===== src/hw/rtl/lru_recency_tracker_defines.svh =====
// Assertion macros for the LRU recency tracker.
// Expects clk and rst_n in the scope of use; no other dependencies.
`ifndef LRU_RECENCY_TRACKER_DEFINES_SVH
`define LRU_RECENCY_TRACKER_DEFINES_SVH

// Check a condition at every clock edge outside reset.
`define LRT_ASSERT(label, expr) \
    label: assert property (@(posedge clk) disable iff (!rst_n) (expr)) \
        else $error("lru tracker invariant violated");

// Check a consequence in the same cycle as its antecedent.
`define LRT_ASSERT_IMP(label, ante, cons) \
    label: assert property (@(posedge clk) disable iff (!rst_n) (ante) |-> (cons)) \
        else $error("lru tracker same-cycle check failed");

// Check a consequence in the cycle after its antecedent.
`define LRT_ASSERT_NXT(label, ante, cons) \
    label: assert property (@(posedge clk) disable iff (!rst_n) (ante) |=> (cons)) \
        else $error("lru tracker next-cycle check failed");

`endif


===== src/hw/rtl/lrt_pkg.sv =====
// Shared types and codes for the LRU recency tracker.
// No dependencies; imported by lru_recency_tracker.
`timescale 1ns / 1ps

package lrt_pkg;

    localparam int KEY_W   = 16;
    localparam int COUNT_W = 5;
    localparam int CAP_W   = 5;

    localparam logic [CAP_W-1:0] CAP_RESET = 5'd16;

    localparam logic OP_PUT    = 1'b0;
    localparam logic OP_REMOVE = 1'b1;

    localparam logic [2:0] ST_TOUCHED  = 3'd0;
    localparam logic [2:0] ST_INSERTED = 3'd1;
    localparam logic [2:0] ST_REMOVED  = 3'd2;
    localparam logic [2:0] ST_FULL     = 3'd3;
    localparam logic [2:0] ST_ABSENT   = 3'd4;

    typedef struct packed {
        logic             op;
        logic [KEY_W-1:0] key;
    } lrt_in_t;

    typedef struct packed {
        logic [2:0]         status;
        logic [KEY_W-1:0]   lru_key;
        logic               lru_valid;
        logic [COUNT_W-1:0] count;
    } lrt_out_t;

endpackage


===== src/hw/rtl/lru_recency_tracker.sv =====
// LRU recency tracker top level: key/rank memory, valid bits and sweep sequencer.
// Depends on lrt_pkg and lru_recency_tracker_defines.svh.
`timescale 1ns / 1ps
`include "lru_recency_tracker_defines.svh"

// Usage:
//   Command channel: a transaction (cmd.op, cmd.key) is taken at a clock edge with
//   start high and busy low. busy stays high until the result is produced.
//   Result channel: done pulses for one cycle with result valid in that cycle;
//   the receiver cannot stall, so it must capture the result then.
//   Configuration: cfg_we writes cfg_data into the capacity register; write it
//   only while busy is low and no result is pending.
// Operation:
//   Each transaction sweeps the key/rank memory (one read port, one write port)
//   twice, one entry per cycle: once to find the key and a free slot, once to
//   adjust ranks and locate the least recent key. A new command may be accepted
//   in the cycle done is high.
// Reset:
//   rst_n clears all valid bits, the count and the sequencer; capacity
//   returns to 16. Memory contents are not cleared.
module lru_recency_tracker #(
    parameter int MAX_ENTRIES = 16,
    parameter int KEY_BITS    = 16
) (
    input  logic                        clk,
    input  logic                        rst_n,
    input  logic                        start,
    output logic                        busy,
    input  lrt_pkg::lrt_in_t            cmd,
    output logic                        done,
    output lrt_pkg::lrt_out_t           result,
    input  logic                        cfg_we,
    input  logic [lrt_pkg::CAP_W-1:0]   cfg_data
);
    import lrt_pkg::*;

    localparam int KW = (KEY_BITS < KEY_W) ? KEY_BITS : KEY_W;
    localparam int RW = $clog2(MAX_ENTRIES);
    localparam int CW = $clog2(MAX_ENTRIES + 1);
    localparam int MW = KW + RW;

    localparam logic [1:0] S_IDLE = 2'd0;
    localparam logic [1:0] S_SCAN = 2'd1;
    localparam logic [1:0] S_DEC  = 2'd2;
    localparam logic [1:0] S_UPD  = 2'd3;

    logic [MW-1:0] key_rank_mem [MAX_ENTRIES];
    logic [MW-1:0] rd_q_reg;
    logic          mem_we;
    logic [RW-1:0] mem_wa;
    logic [MW-1:0] mem_wd;
    logic [RW-1:0] rd_addr;

    logic [1:0]             state_reg, state_next;
    logic                   op_reg, op_next;
    logic [KW-1:0]          key_reg, key_next;
    logic [CW-1:0]          cnt_reg, cnt_next;
    logic                   cmp_vld_reg, cmp_vld_next;
    logic [RW-1:0]          cmp_idx_reg, cmp_idx_next;
    logic                   hit_reg, hit_next;
    logic [RW-1:0]          hit_idx_reg, hit_idx_next;
    logic [RW-1:0]          hit_rank_reg, hit_rank_next;
    logic                   free_reg, free_next;
    logic [RW-1:0]          free_idx_reg, free_idx_next;
    logic [2:0]             status_reg, status_next;
    logic                   shift_en_reg, shift_en_next;
    logic                   tgt_en_reg, tgt_en_next;
    logic [CW-1:0]          count_reg, count_next;
    logic [MAX_ENTRIES-1:0] valid_reg, valid_next;
    logic [CAP_W-1:0]       cap_reg, cap_next;
    logic                   lru_found_reg, lru_found_next;
    logic [KW-1:0]          lru_key_reg, lru_key_next;
    logic                   done_reg, done_next;
    lrt_out_t               result_reg, result_next;

    logic [KW-1:0] q_key;
    logic [RW-1:0] q_rank;
    logic [RW-1:0] new_rank;
    logic          q_valid;
    logic          tracker_full;

    assign q_key   = rd_q_reg[MW-1:RW];
    assign q_rank  = rd_q_reg[RW-1:0];
    assign q_valid = valid_reg[cmp_idx_reg];
    assign rd_addr = cnt_reg[RW-1:0];

    assign tracker_full = int'(count_reg) >=
                          ((int'(cap_reg) > MAX_ENTRIES) ? MAX_ENTRIES : int'(cap_reg));

    always_comb
    begin
        if (tgt_en_reg && (cmp_idx_reg == hit_idx_reg))
        begin
            new_rank = RW'(count_reg - CW'(1));
        end
        else if (shift_en_reg && (q_rank > hit_rank_reg))
        begin
            new_rank = q_rank - RW'(1);
        end
        else
        begin
            new_rank = q_rank;
        end
    end

    always_comb
    begin
        state_next     = state_reg;
        op_next        = op_reg;
        key_next       = key_reg;
        cnt_next       = cnt_reg;
        cmp_vld_next   = 1'b0;
        cmp_idx_next   = cmp_idx_reg;
        hit_next       = hit_reg;
        hit_idx_next   = hit_idx_reg;
        hit_rank_next  = hit_rank_reg;
        free_next      = free_reg;
        free_idx_next  = free_idx_reg;
        status_next    = status_reg;
        shift_en_next  = shift_en_reg;
        tgt_en_next    = tgt_en_reg;
        count_next     = count_reg;
        valid_next     = valid_reg;
        cap_next       = cfg_we ? cfg_data : cap_reg;
        lru_found_next = lru_found_reg;
        lru_key_next   = lru_key_reg;
        done_next      = 1'b0;
        result_next    = result_reg;
        mem_we         = 1'b0;
        mem_wa         = cmp_idx_reg;
        mem_wd         = {q_key, new_rank};

        case (state_reg)
            S_IDLE:
            begin
                if (start)
                begin
                    op_next    = cmd.op;
                    key_next   = cmd.key[KW-1:0];
                    cnt_next   = '0;
                    hit_next   = 1'b0;
                    free_next  = 1'b0;
                    state_next = S_SCAN;
                end
            end
            S_SCAN:
            begin
                if (int'(cnt_reg) < MAX_ENTRIES)
                begin
                    cnt_next     = cnt_reg + CW'(1);
                    cmp_vld_next = 1'b1;
                    cmp_idx_next = rd_addr;
                end
                else
                begin
                    state_next = S_DEC;
                end
                if (cmp_vld_reg)
                begin
                    if (q_valid && (q_key == key_reg))
                    begin
                        hit_next      = 1'b1;
                        hit_idx_next  = cmp_idx_reg;
                        hit_rank_next = q_rank;
                    end
                    if (!q_valid && !free_reg)
                    begin
                        free_next     = 1'b1;
                        free_idx_next = cmp_idx_reg;
                    end
                end
            end
            S_DEC:
            begin
                shift_en_next  = 1'b0;
                tgt_en_next    = 1'b0;
                cnt_next       = '0;
                lru_found_next = 1'b0;
                lru_key_next   = '0;
                state_next     = S_UPD;
                if (op_reg == OP_PUT)
                begin
                    if (hit_reg)
                    begin
                        status_next   = ST_TOUCHED;
                        shift_en_next = 1'b1;
                        tgt_en_next   = 1'b1;
                    end
                    else if (tracker_full || !free_reg)
                    begin
                        status_next = ST_FULL;
                    end
                    else
                    begin
                        status_next              = ST_INSERTED;
                        mem_we                   = 1'b1;
                        mem_wa                   = free_idx_reg;
                        mem_wd                   = {key_reg, RW'(count_reg)};
                        valid_next[free_idx_reg] = 1'b1;
                        count_next               = count_reg + CW'(1);
                    end
                end
                else
                begin
                    if (hit_reg)
                    begin
                        status_next             = ST_REMOVED;
                        shift_en_next           = 1'b1;
                        valid_next[hit_idx_reg] = 1'b0;
                        count_next              = count_reg - CW'(1);
                    end
                    else
                    begin
                        status_next = ST_ABSENT;
                    end
                end
            end
            S_UPD:
            begin
                if (int'(cnt_reg) < MAX_ENTRIES)
                begin
                    cnt_next     = cnt_reg + CW'(1);
                    cmp_vld_next = 1'b1;
                    cmp_idx_next = rd_addr;
                end
                if (cmp_vld_reg && q_valid)
                begin
                    mem_we = 1'b1;
                    if ((new_rank == '0) && !lru_found_reg)
                    begin
                        lru_found_next = 1'b1;
                        lru_key_next   = q_key;
                    end
                end
                if (int'(cnt_reg) >= MAX_ENTRIES)
                begin
                    state_next            = S_IDLE;
                    done_next             = 1'b1;
                    result_next.status    = status_reg;
                    result_next.lru_key   = KEY_W'(lru_key_next);
                    result_next.lru_valid = lru_found_next;
                    result_next.count     = COUNT_W'(count_reg);
                end
            end
            default:
            begin
                state_next = S_IDLE;
            end
        endcase
    end

    always_ff @(posedge clk)
    begin
        if (mem_we)
        begin
            key_rank_mem[mem_wa] <= mem_wd;
        end
        rd_q_reg <= key_rank_mem[rd_addr];
    end

    always_ff @(posedge clk or negedge rst_n)
    begin
        if (!rst_n)
        begin
            state_reg     <= S_IDLE;
            cmp_vld_reg   <= 1'b0;
            count_reg     <= '0;
            valid_reg     <= '0;
            cap_reg       <= CAP_RESET;
            done_reg      <= 1'b0;
        end
        else
        begin
            state_reg     <= state_next;
            cmp_vld_reg   <= cmp_vld_next;
            count_reg     <= count_next;
            valid_reg     <= valid_next;
            cap_reg       <= cap_next;
            done_reg      <= done_next;
        end
    end

    always_ff @(posedge clk)
    begin
        op_reg        <= op_next;
        key_reg       <= key_next;
        cnt_reg       <= cnt_next;
        cmp_idx_reg   <= cmp_idx_next;
        hit_reg       <= hit_next;
        hit_idx_reg   <= hit_idx_next;
        hit_rank_reg  <= hit_rank_next;
        free_reg      <= free_next;
        free_idx_reg  <= free_idx_next;
        status_reg    <= status_next;
        shift_en_reg  <= shift_en_next;
        tgt_en_reg    <= tgt_en_next;
        lru_found_reg <= lru_found_next;
        lru_key_reg   <= lru_key_next;
        result_reg    <= result_next;
    end

    assign busy   = (state_reg != S_IDLE);
    assign done   = done_reg;
    assign result = result_reg;

    `LRT_ASSERT(a_count_matches_valid, $countones(valid_reg) == int'(count_reg))
    `LRT_ASSERT(a_count_bounded, int'(count_reg) <= MAX_ENTRIES)
    `LRT_ASSERT_NXT(a_accept_starts_scan, start && !busy, state_reg == S_SCAN)
    `LRT_ASSERT_IMP(a_done_when_idle, done, state_reg == S_IDLE)
    `LRT_ASSERT_IMP(a_lru_iff_nonempty, done, result.lru_valid == (count_reg != '0))

endmodule

===== config.mk =====
export PLATFORM = sky130hd
export DESIGN_NAME = lru_recency_tracker
export DESIGN_NICKNAME = d
export VERILOG_FILES = /design/src/hw/rtl/lrt_pkg.sv /design/src/hw/rtl/lru_recency_tracker.sv
export VERILOG_INCLUDE_DIRS = /design/src /design/src/hw/rtl
export SDC_FILE = /design/constraint.sdc
export NUM_CORES = 1
export LEC_CHECK = 0
export BUFFER_PORTS_ARGS = -buffer_cell sky130_fd_sc_hd__buf_4
export CORE_ASPECT_RATIO = 0.8
export CORE_MARGIN = 3
export CORE_UTILIZATION = 50
export DETAILED_ROUTE_END_ITERATION = 8
export PLACE_DENSITY = 0.69
export SYNTH_ARGS = -nofsm -noshare
export SYNTH_HDL_FRONTEND = slang
export SYNTH_SLANG_ARGS = --single-unit

===== constraint.sdc =====
create_clock -name clk -period 3.2 [get_ports clk]
set_input_delay 0.16 -clock clk [delete_from_list [all_inputs] [get_ports clk]]
set_output_delay 0.16 -clock clk [all_outputs]
set_load 0.02 [all_outputs]

==> impl_metrics.csv, run 1 <==
group,metric,value,unit
min_path,min_path_type,"input port to async pin",
floorplanning,die_area,39000,um2
synthesis,yosys_register_bits,457,
synthesis,netlist.top_cell.by_area,"edfxtp_1",
global_routing,vias_in_the_first_global_route,9215,
cells_and_area,drive_above_1_share,30.0,%
synthesis,synth_top_area_share,66.6,%
pwr,power.leakage,7.33,nW
timing,setup_viol,0,
placement,postPlaceCellArea,19900,um2
synthesis,syn_inst,983,
critical_path,worst_path_dominant_cell_family,"buffers and inverters",
timing,timing.final.crit_period,2980,ps
global_routing,grt_first_pass_wirelength,58700,um
synthesis,ys_top_cells_by_area,"edfxtp_1, mux4_2, dfrtp_1",
synthesis,synth.top_cells.by_count,"edfxtp_1, mux4_2, nand2_1",
cts,clock_tree.root_cell,"clkbuf_16",
floorplanning,ioPinCount,53,
synthesis,synth_edf_count,407,
critical_path,crit_chain,"nor2b_1 > ha_1 > nand2b_1 > a21o_1 > a21oi_1 > buf_4 > o2111ai_2 > buf_4 > mux2i_2 > nand2_2 > nor2_2 > buf_4",
synthesis,postSynthAreaPerCell,18.7,um2
global_routing,global_route.usage.total,20.5,%
cts,cts_tree,"yes",
timing,max-slew-margin-rel,58.3,%
timing,hold_viol,0,
synthesis,asyncSetResetFlopFracSynth,6.56,%
synthesis,ys_warn_count,0,
timing,fin_max_slew_vios,0,
synthesis,syn-num-nets,1026,
floorplanning,fp.dieW,220,um
cells_and_area,largest_register_ffs,320,
cells_and_area,filler_cell_count,2616,
route,firstDrtPassIters,5,
critical_path,worst_ep_arrival_time,3230,ps
cts,clock_path_buffers,3,
critical_path,critPathKind,"register to register",
floorplanning,height_of_the_die,177,um
timing,finClkSkew,10.6,ps
critical_path,worst-path-max-fanout,13,
placement,number_of_port_buffers,52,
pwr,p_clk_share,26.4,%
route,met1_length,18200,um
route,vias_per_cell,5.72,
timing,least_margin_pin_slew,625,ps
global_routing,grt_antenna_before_repair,1,
global_routing,grt_remaining_overflow,0,
floorplanning,core_area,36100,um2
critical_path,critical_path_s_slowest_cell,"dfstp_2",
synthesis,synth_sequential_area_ratio,72.9,%
route,drc,0,
placement,detailedPlacementHpwl,26500,um
timing,hold_slack,78.2,ps
critical_path,cp-end-kind,"register",
route,routed_wirelength,39100,um
route,highest_layer,"met4",
route,detail_route.wl_per_cell,23.6,um
critical_path,crit_required,3450,ps
cts,clk_pin_slew_worst_paths,60,ps
pwr,switching_share,30.8,%
synthesis,yosys_most_used_dff,"edfxtp_1",
placement,gp_congestion,0.861,
synthesis,yosys.cell_count.top_type,"edfxtp_1",
pwr,net-switching-power,6.01,mW
pwr,power,19.5,mW
status,status,"finished, final reports clean",
global_routing,maximum_number_of_pins_on_one_net_before_global_route_repair,48,
floorplanning,std_cell_rows,62,
route,detailed_routed_wire_length_on_met2,16700,um
cells_and_area,layout.cell_area.non_filler,21600,um2
cells_and_area,num_antenna_cells,0,
critical_path,critical_path_buffers_and_inverters,3,
critical_path,worstSetupStartpointType,"register",
pwr,powerDensity,905,nW/um2
cells_and_area,fin_util,59.8,%
critical_path,cp_slowest_stage_delay,530,ps
route,antenna_violating_nets_left,0,
pwr,internal,13.5,mW
critical_path,timing.critical_path.mode_cell,"buf_4",
cts,cts_sinks,457,
floorplanning,initial_utilization,50.9,%
timing,timing.final.crit_share,93.3,%
route,wl_met3,3680,um
cells_and_area,flow.area_growth_from_synthesis,17.6,%
synthesis,synth.distinct_cells,53,
route,detail_route.iter0.violations,1080,
pwr,comb_power_share,28.8,%
cells_and_area,num-nets-final,1183,
cts,cts-buffers-inserted,44,
synthesis,netlist_area_before_placement,18300,um2
cts,clock_latency,550,ps
route,routed-via-count,9466,
pwr,ir_worst_vdd,0.615,mV
job,maxCapViolCount,0,
pwr,pwr-share-seq,44.8,%
timing,max_freq,335,MHz
cts,htreeDepth,2,
[final cells by class]
| class | instances | area (um2) | area share, % |
|---|---|---|---|
| Timing Repair Buffer | 155 | 1330 | 6.15 |
| Tap cell | 480 | 601 | 2.78 |
| Sequential cell | 457 | 13400 | 62.0 |
| Clock buffer | 62 | 1270 | 5.89 |
| Clock inverter | 19 | 181 | 0.841 |
| Inverter | 20 | 75.1 | 0.348 |
| Multi-Input combinational cell | 462 | 4750 | 22.0 |
[cells in the final DEF (no fill, tap or decap), types with 20 or more instances in the layout]
cell type      instances
dfxtp_1               20
mux4_2               105
a21oi_1               28
dfrtp_1               29
dlygate4sd3_1         24
inv_1                 20
xnor2_1               23
clkbuf_16             45
edfxtp_1             407
buf_4                122
nand2_1              102
[final timing paths]
path,startpoint,endpoint,cells after the start,slack [ps]
max in group asynchronous,rst_n,cap_reg[4]$_DFFE_PN1P_,2,2800
max reg2reg,cap_reg[4]$_DFFE_PN1P_,key_rank_mem[11][6]$_DFFE_PP_,12,220
min,rst_n,cap_reg[3]$_DFFE_PN0P_,2,80
min in group clk,start,state_reg[1]$_DFFE_PN0P_,4,80
min reg2reg,status_reg[2]$_SDFFCE_PN0P_,result[24]$_DFFE_PP_,0,430
max,cap_reg[4]$_DFFE_PN1P_,key_rank_mem[11][6]$_DFFE_PP_,12,220
[stage by stage]
| step | cells | setup TNS (ps) | setup WS [ps] |
|---|---|---|---|
| finish | 1655 | 0 | 216 |
| global route | 1655 | -1660 | -50.2 |
| CTS | 1655 | 0 | 96.3 |
| detailed placement | 1550 | 0 | 160 |
| global placement | 1550 | 0 | 223 |
| floorplan | 983 | -73300 | -287 |
[cells by family (layout without fill, tap and decap cells)]
family | Yosys count | in the layout | synth area share, %
AO/OA/AOI/OAI | 70 | 70 | 2.31
XOR/XNOR | 32 | 32 | 1.53
adder cells (fa/ha/maj) | 17 | 17 | 1.16
buffers and inverters | 64 | 256 | 1.54
flip-flops | 457 | 457 | 72.9
multiplexers | 148 | 148 | 15.7
AND/OR/NAND/NOR | 195 | 195 | 4.88
[power by group through the flow]
| stage | sequential [mW] | clock (mW) | combinational (mW) |
|---|---|---|---|
| 3_5_place_dp | 8.87 | 0 | 5.59 |
| 4_1_cts | 8.75 | 5.27 | 5.64 |
| 2_1_floorplan | 8.63 | 0 | 3.54 |
| 6_report | 8.76 | 5.16 | 5.62 |
| 3_3_place_gp | 8.86 | 0 | 5.47 |
| 5_1_grt | 8.83 | 5.51 | 6.08 |
[layer usage]
metal	up-vias	GRT usage (%)
li1	4195	-
met1	4844	33.5
met2	380	28.2
met3	47	5.20
met4	0	3.86
met5	-	0
[timing repair]
item,in CTS,in global routing
hold endpoints to repair,52,0
hold buffers,24,0
resized for setup,0,6
setup endpoints to repair,0,162
buffers inserted,0,0
Note: power is estimated with default switching activity, not from simulation.
==> run 2, diff against run 1 <==
--- a/config.mk
+++ b/config.mk
@@ -11,7 +11,7 @@
 export CORE_MARGIN = 3
 export CORE_UTILIZATION = 50
 export DETAILED_ROUTE_END_ITERATION = 8
-export PLACE_DENSITY = 0.69
+export PLACE_DENSITY = 0.66
 export SYNTH_ARGS = -nofsm -noshare
 export SYNTH_HDL_FRONTEND = slang
 export SYNTH_SLANG_ARGS = --single-unit
==> constraint.sdc (replaced) <==
create_clock -name clk -period 3.8 [get_ports clk]
set_input_delay 0.19 -clock clk [delete_from_list [all_inputs] [get_ports clk]]
set_output_delay 0.19 -clock clk [all_outputs]
set_load 0.02 [all_outputs]
==> impl_metrics.csv, run 2 (same netlist as run 1, synthesis figures left out) <==
group,metric,value,unit
cts,cts-buffers-inserted,45,
global_routing,maximum_number_of_pins_on_one_net_before_global_route_repair,39,
cts,clk_pin_slew_worst_paths,60,ps
global_routing,grt_antenna_before_repair,1,
critical_path,worst_ep_arrival_time,3480,ps
route,vias_per_cell,5.79,
cts,htreeDepth,2,
placement,postPlaceCellArea,19600,um2
timing,max_freq,311,MHz
critical_path,critPathKind,"register to register",
floorplanning,std_cell_rows,62,
critical_path,crit_required,4070,ps
floorplanning,die_area,39000,um2
pwr,powerDensity,764,nW/um2
cts,cts_resized,0,
floorplanning,core_area,36100,um2
route,firstDrtPassIters,6,
timing,setup_viol,0,
placement,place_inst,1515,
placement,gp_congestion,0.826,
timing,grt_setup_unrepaired,"false",
critical_path,worst-path-max-fanout,20,
cts,clock_path_buffers,3,
route,detail_route.iter0.violations,1211,
cells_and_area,num_antenna_cells,0,
pwr,power.leakage,7.15,nW
timing,timing.final.crit_period,3210,ps
cells_and_area,flow.area_growth_from_synthesis,16.0,%
critical_path,worst_r2r_endpoint,"key_rank_mem[0][12]$_DFFE_PP_",
cells_and_area,instances_no_fill,1621,
placement,detailedPlacementHpwl,25500,um
cts,cts_post_setup_buffers_inserted,0,
cts,clock_tree.root_cell,"clkbuf_16",
cells_and_area,largest_register_ffs,320,
floorplanning,initial_utilization,50.9,%
job,maxCapViolCount,0,
timing,hold_viol,0,
cells_and_area,layout.cells.most_common,"edfxtp_1",
placement,number_of_port_buffers,52,
cts,clock_latency,550,ps
route,routed_wirelength,38200,um
cells_and_area,layout.cell_area.non_filler,21300,um2
min_path,min_path_type,"input port to async pin",
route,routed-via-count,9381,
cts,cts_sinks,457,
global_routing,grt_remaining_overflow,0,
timing,fin_max_slew_vios,0,
global_routing,grtUsageMet2,25.9,%
global_routing,global_route.peak_usage_layer,"met1",
critical_path,cp-end-kind,"register",
cells_and_area,num-nets-final,1150,
timing,hold_slack,128,ps
critical_path,r2r-start,"cap_reg[4]$_DFFE_PN1P_",
cells_and_area,drive_above_1_share,26.8,%
timing,max-slew-margin-rel,26.8,%
route,antenna_violating_nets_left,0,
global_routing,global_route.usage.total,20.1,%
timing,timing.final.crit_share,84.5,%
cts,cts_tree,"yes",
timing,finClkSkew,23.2,ps
critical_path,rrSetupSlack,590,ps
floorplanning,fp.dieW,220,um
timing,tns,0,ps
critical_path,worstSetupStartpointType,"register",
status,status,"finished, final reports clean",
global_routing,grt_first_pass_wirelength,58000,um
timing,least_margin_pin_slew,1090,ps
global_routing,gr-usage-met3,4.47,%
floorplanning,height_of_the_die,177,um
cells_and_area,fin_util,59.0,%
global_routing,gr-usage-met1,34.8,%
global_routing,vias_in_the_first_global_route,9027,
cells_and_area,leading_cell_types_in_the_layout_fill_and_taps_excluded,"edfxtp_1, nand2_1, mux4_2",
floorplanning,ioPinCount,53,
route,detail_route.wl_per_cell,23.5,um
critical_path,timing.reg2reg.worst_path_depth,9,
route,drc,0,
pwr,ir_worst_vdd,0.456,mV
[run 2: timing repair]
action | in CTS | in global routing
hold buffers | 25 | 0
endpoints found under the setup margin | 0 | 0
hold endpoints to repair | 53 | 0
[run 2: power breakdown]
part | internal (mW) | total, mW | switching (mW)
clock | 2.59 | 4.41 | 1.82
combinational | 1.84 | 4.35 | 2.50
sequential | 6.86 | 7.51 | 0.643
total | 11.3 | 16.3 | 4.97
[run 2: how the worst max path moves through the flow]
stage | startpoint | to | cells after the start
final | cap_reg[4]$_DFFE_PN1P_ | key_rank_mem[0][12]$_DFFE_PP_ | 9
after global routing | cap_reg[4]$_DFFE_PN1P_ | key_rank_mem[3][0]$_DFFE_PP_ | 9
after CTS | cap_reg[4]$_DFFE_PN1P_ | key_rank_mem[3][0]$_DFFE_PP_ | 8
after detailed placement | cap_reg[4]$_DFFE_PN1P_ | key_rank_mem[13][0]$_DFFE_PP_ | 9
after global placement | cap_reg[4]$_DFFE_PN1P_ | key_rank_mem[12][15]$_DFFE_PP_ | 9
after floorplan | count_reg[0]$_DFFE_PN0P_ | key_rank_mem[5][0]$_DFFE_PP_ | 10
[run 2: cell type report]
cell class	count	area [um2]
clock buffer	54	1160
clock inverter	27	293
fill	2684	14800
inverter	20	75.1
multi-input combinational	462	4750
sequential	457	13400
tap	480	601
timing repair buffer	121	1030
[run 2: critical path: stages, from the launching register on]
cell       delay (ps)
dfstp_2           530
nor2b_1            40
ha_1              250
nand2b_1          140
a21o_1            170
a21oi_1           350
o2111ai_4         270
o21ai_0           830
nor2_2             70
buf_4             260
[run 2: per-stage QoR]
step,setup slack (ps),power [mW]
2_1_floorplan,313,10.2
3_3_place_gp,608,11.9
3_5_place_dp,591,11.9
4_1_cts,568,16.4
5_1_grt,326,17.0
6_report,589,16.3
[run 2: layer usage]
| metal | wire (um) | vias up |
|---|---|---|
| met5 | 0 | - |
| met4 | 584 | 0 |
| met3 | 3660 | 48 |
| met2 | 15400 | 406 |
| met1 | 18500 | 4800 |
| li1 | - | 4127 |
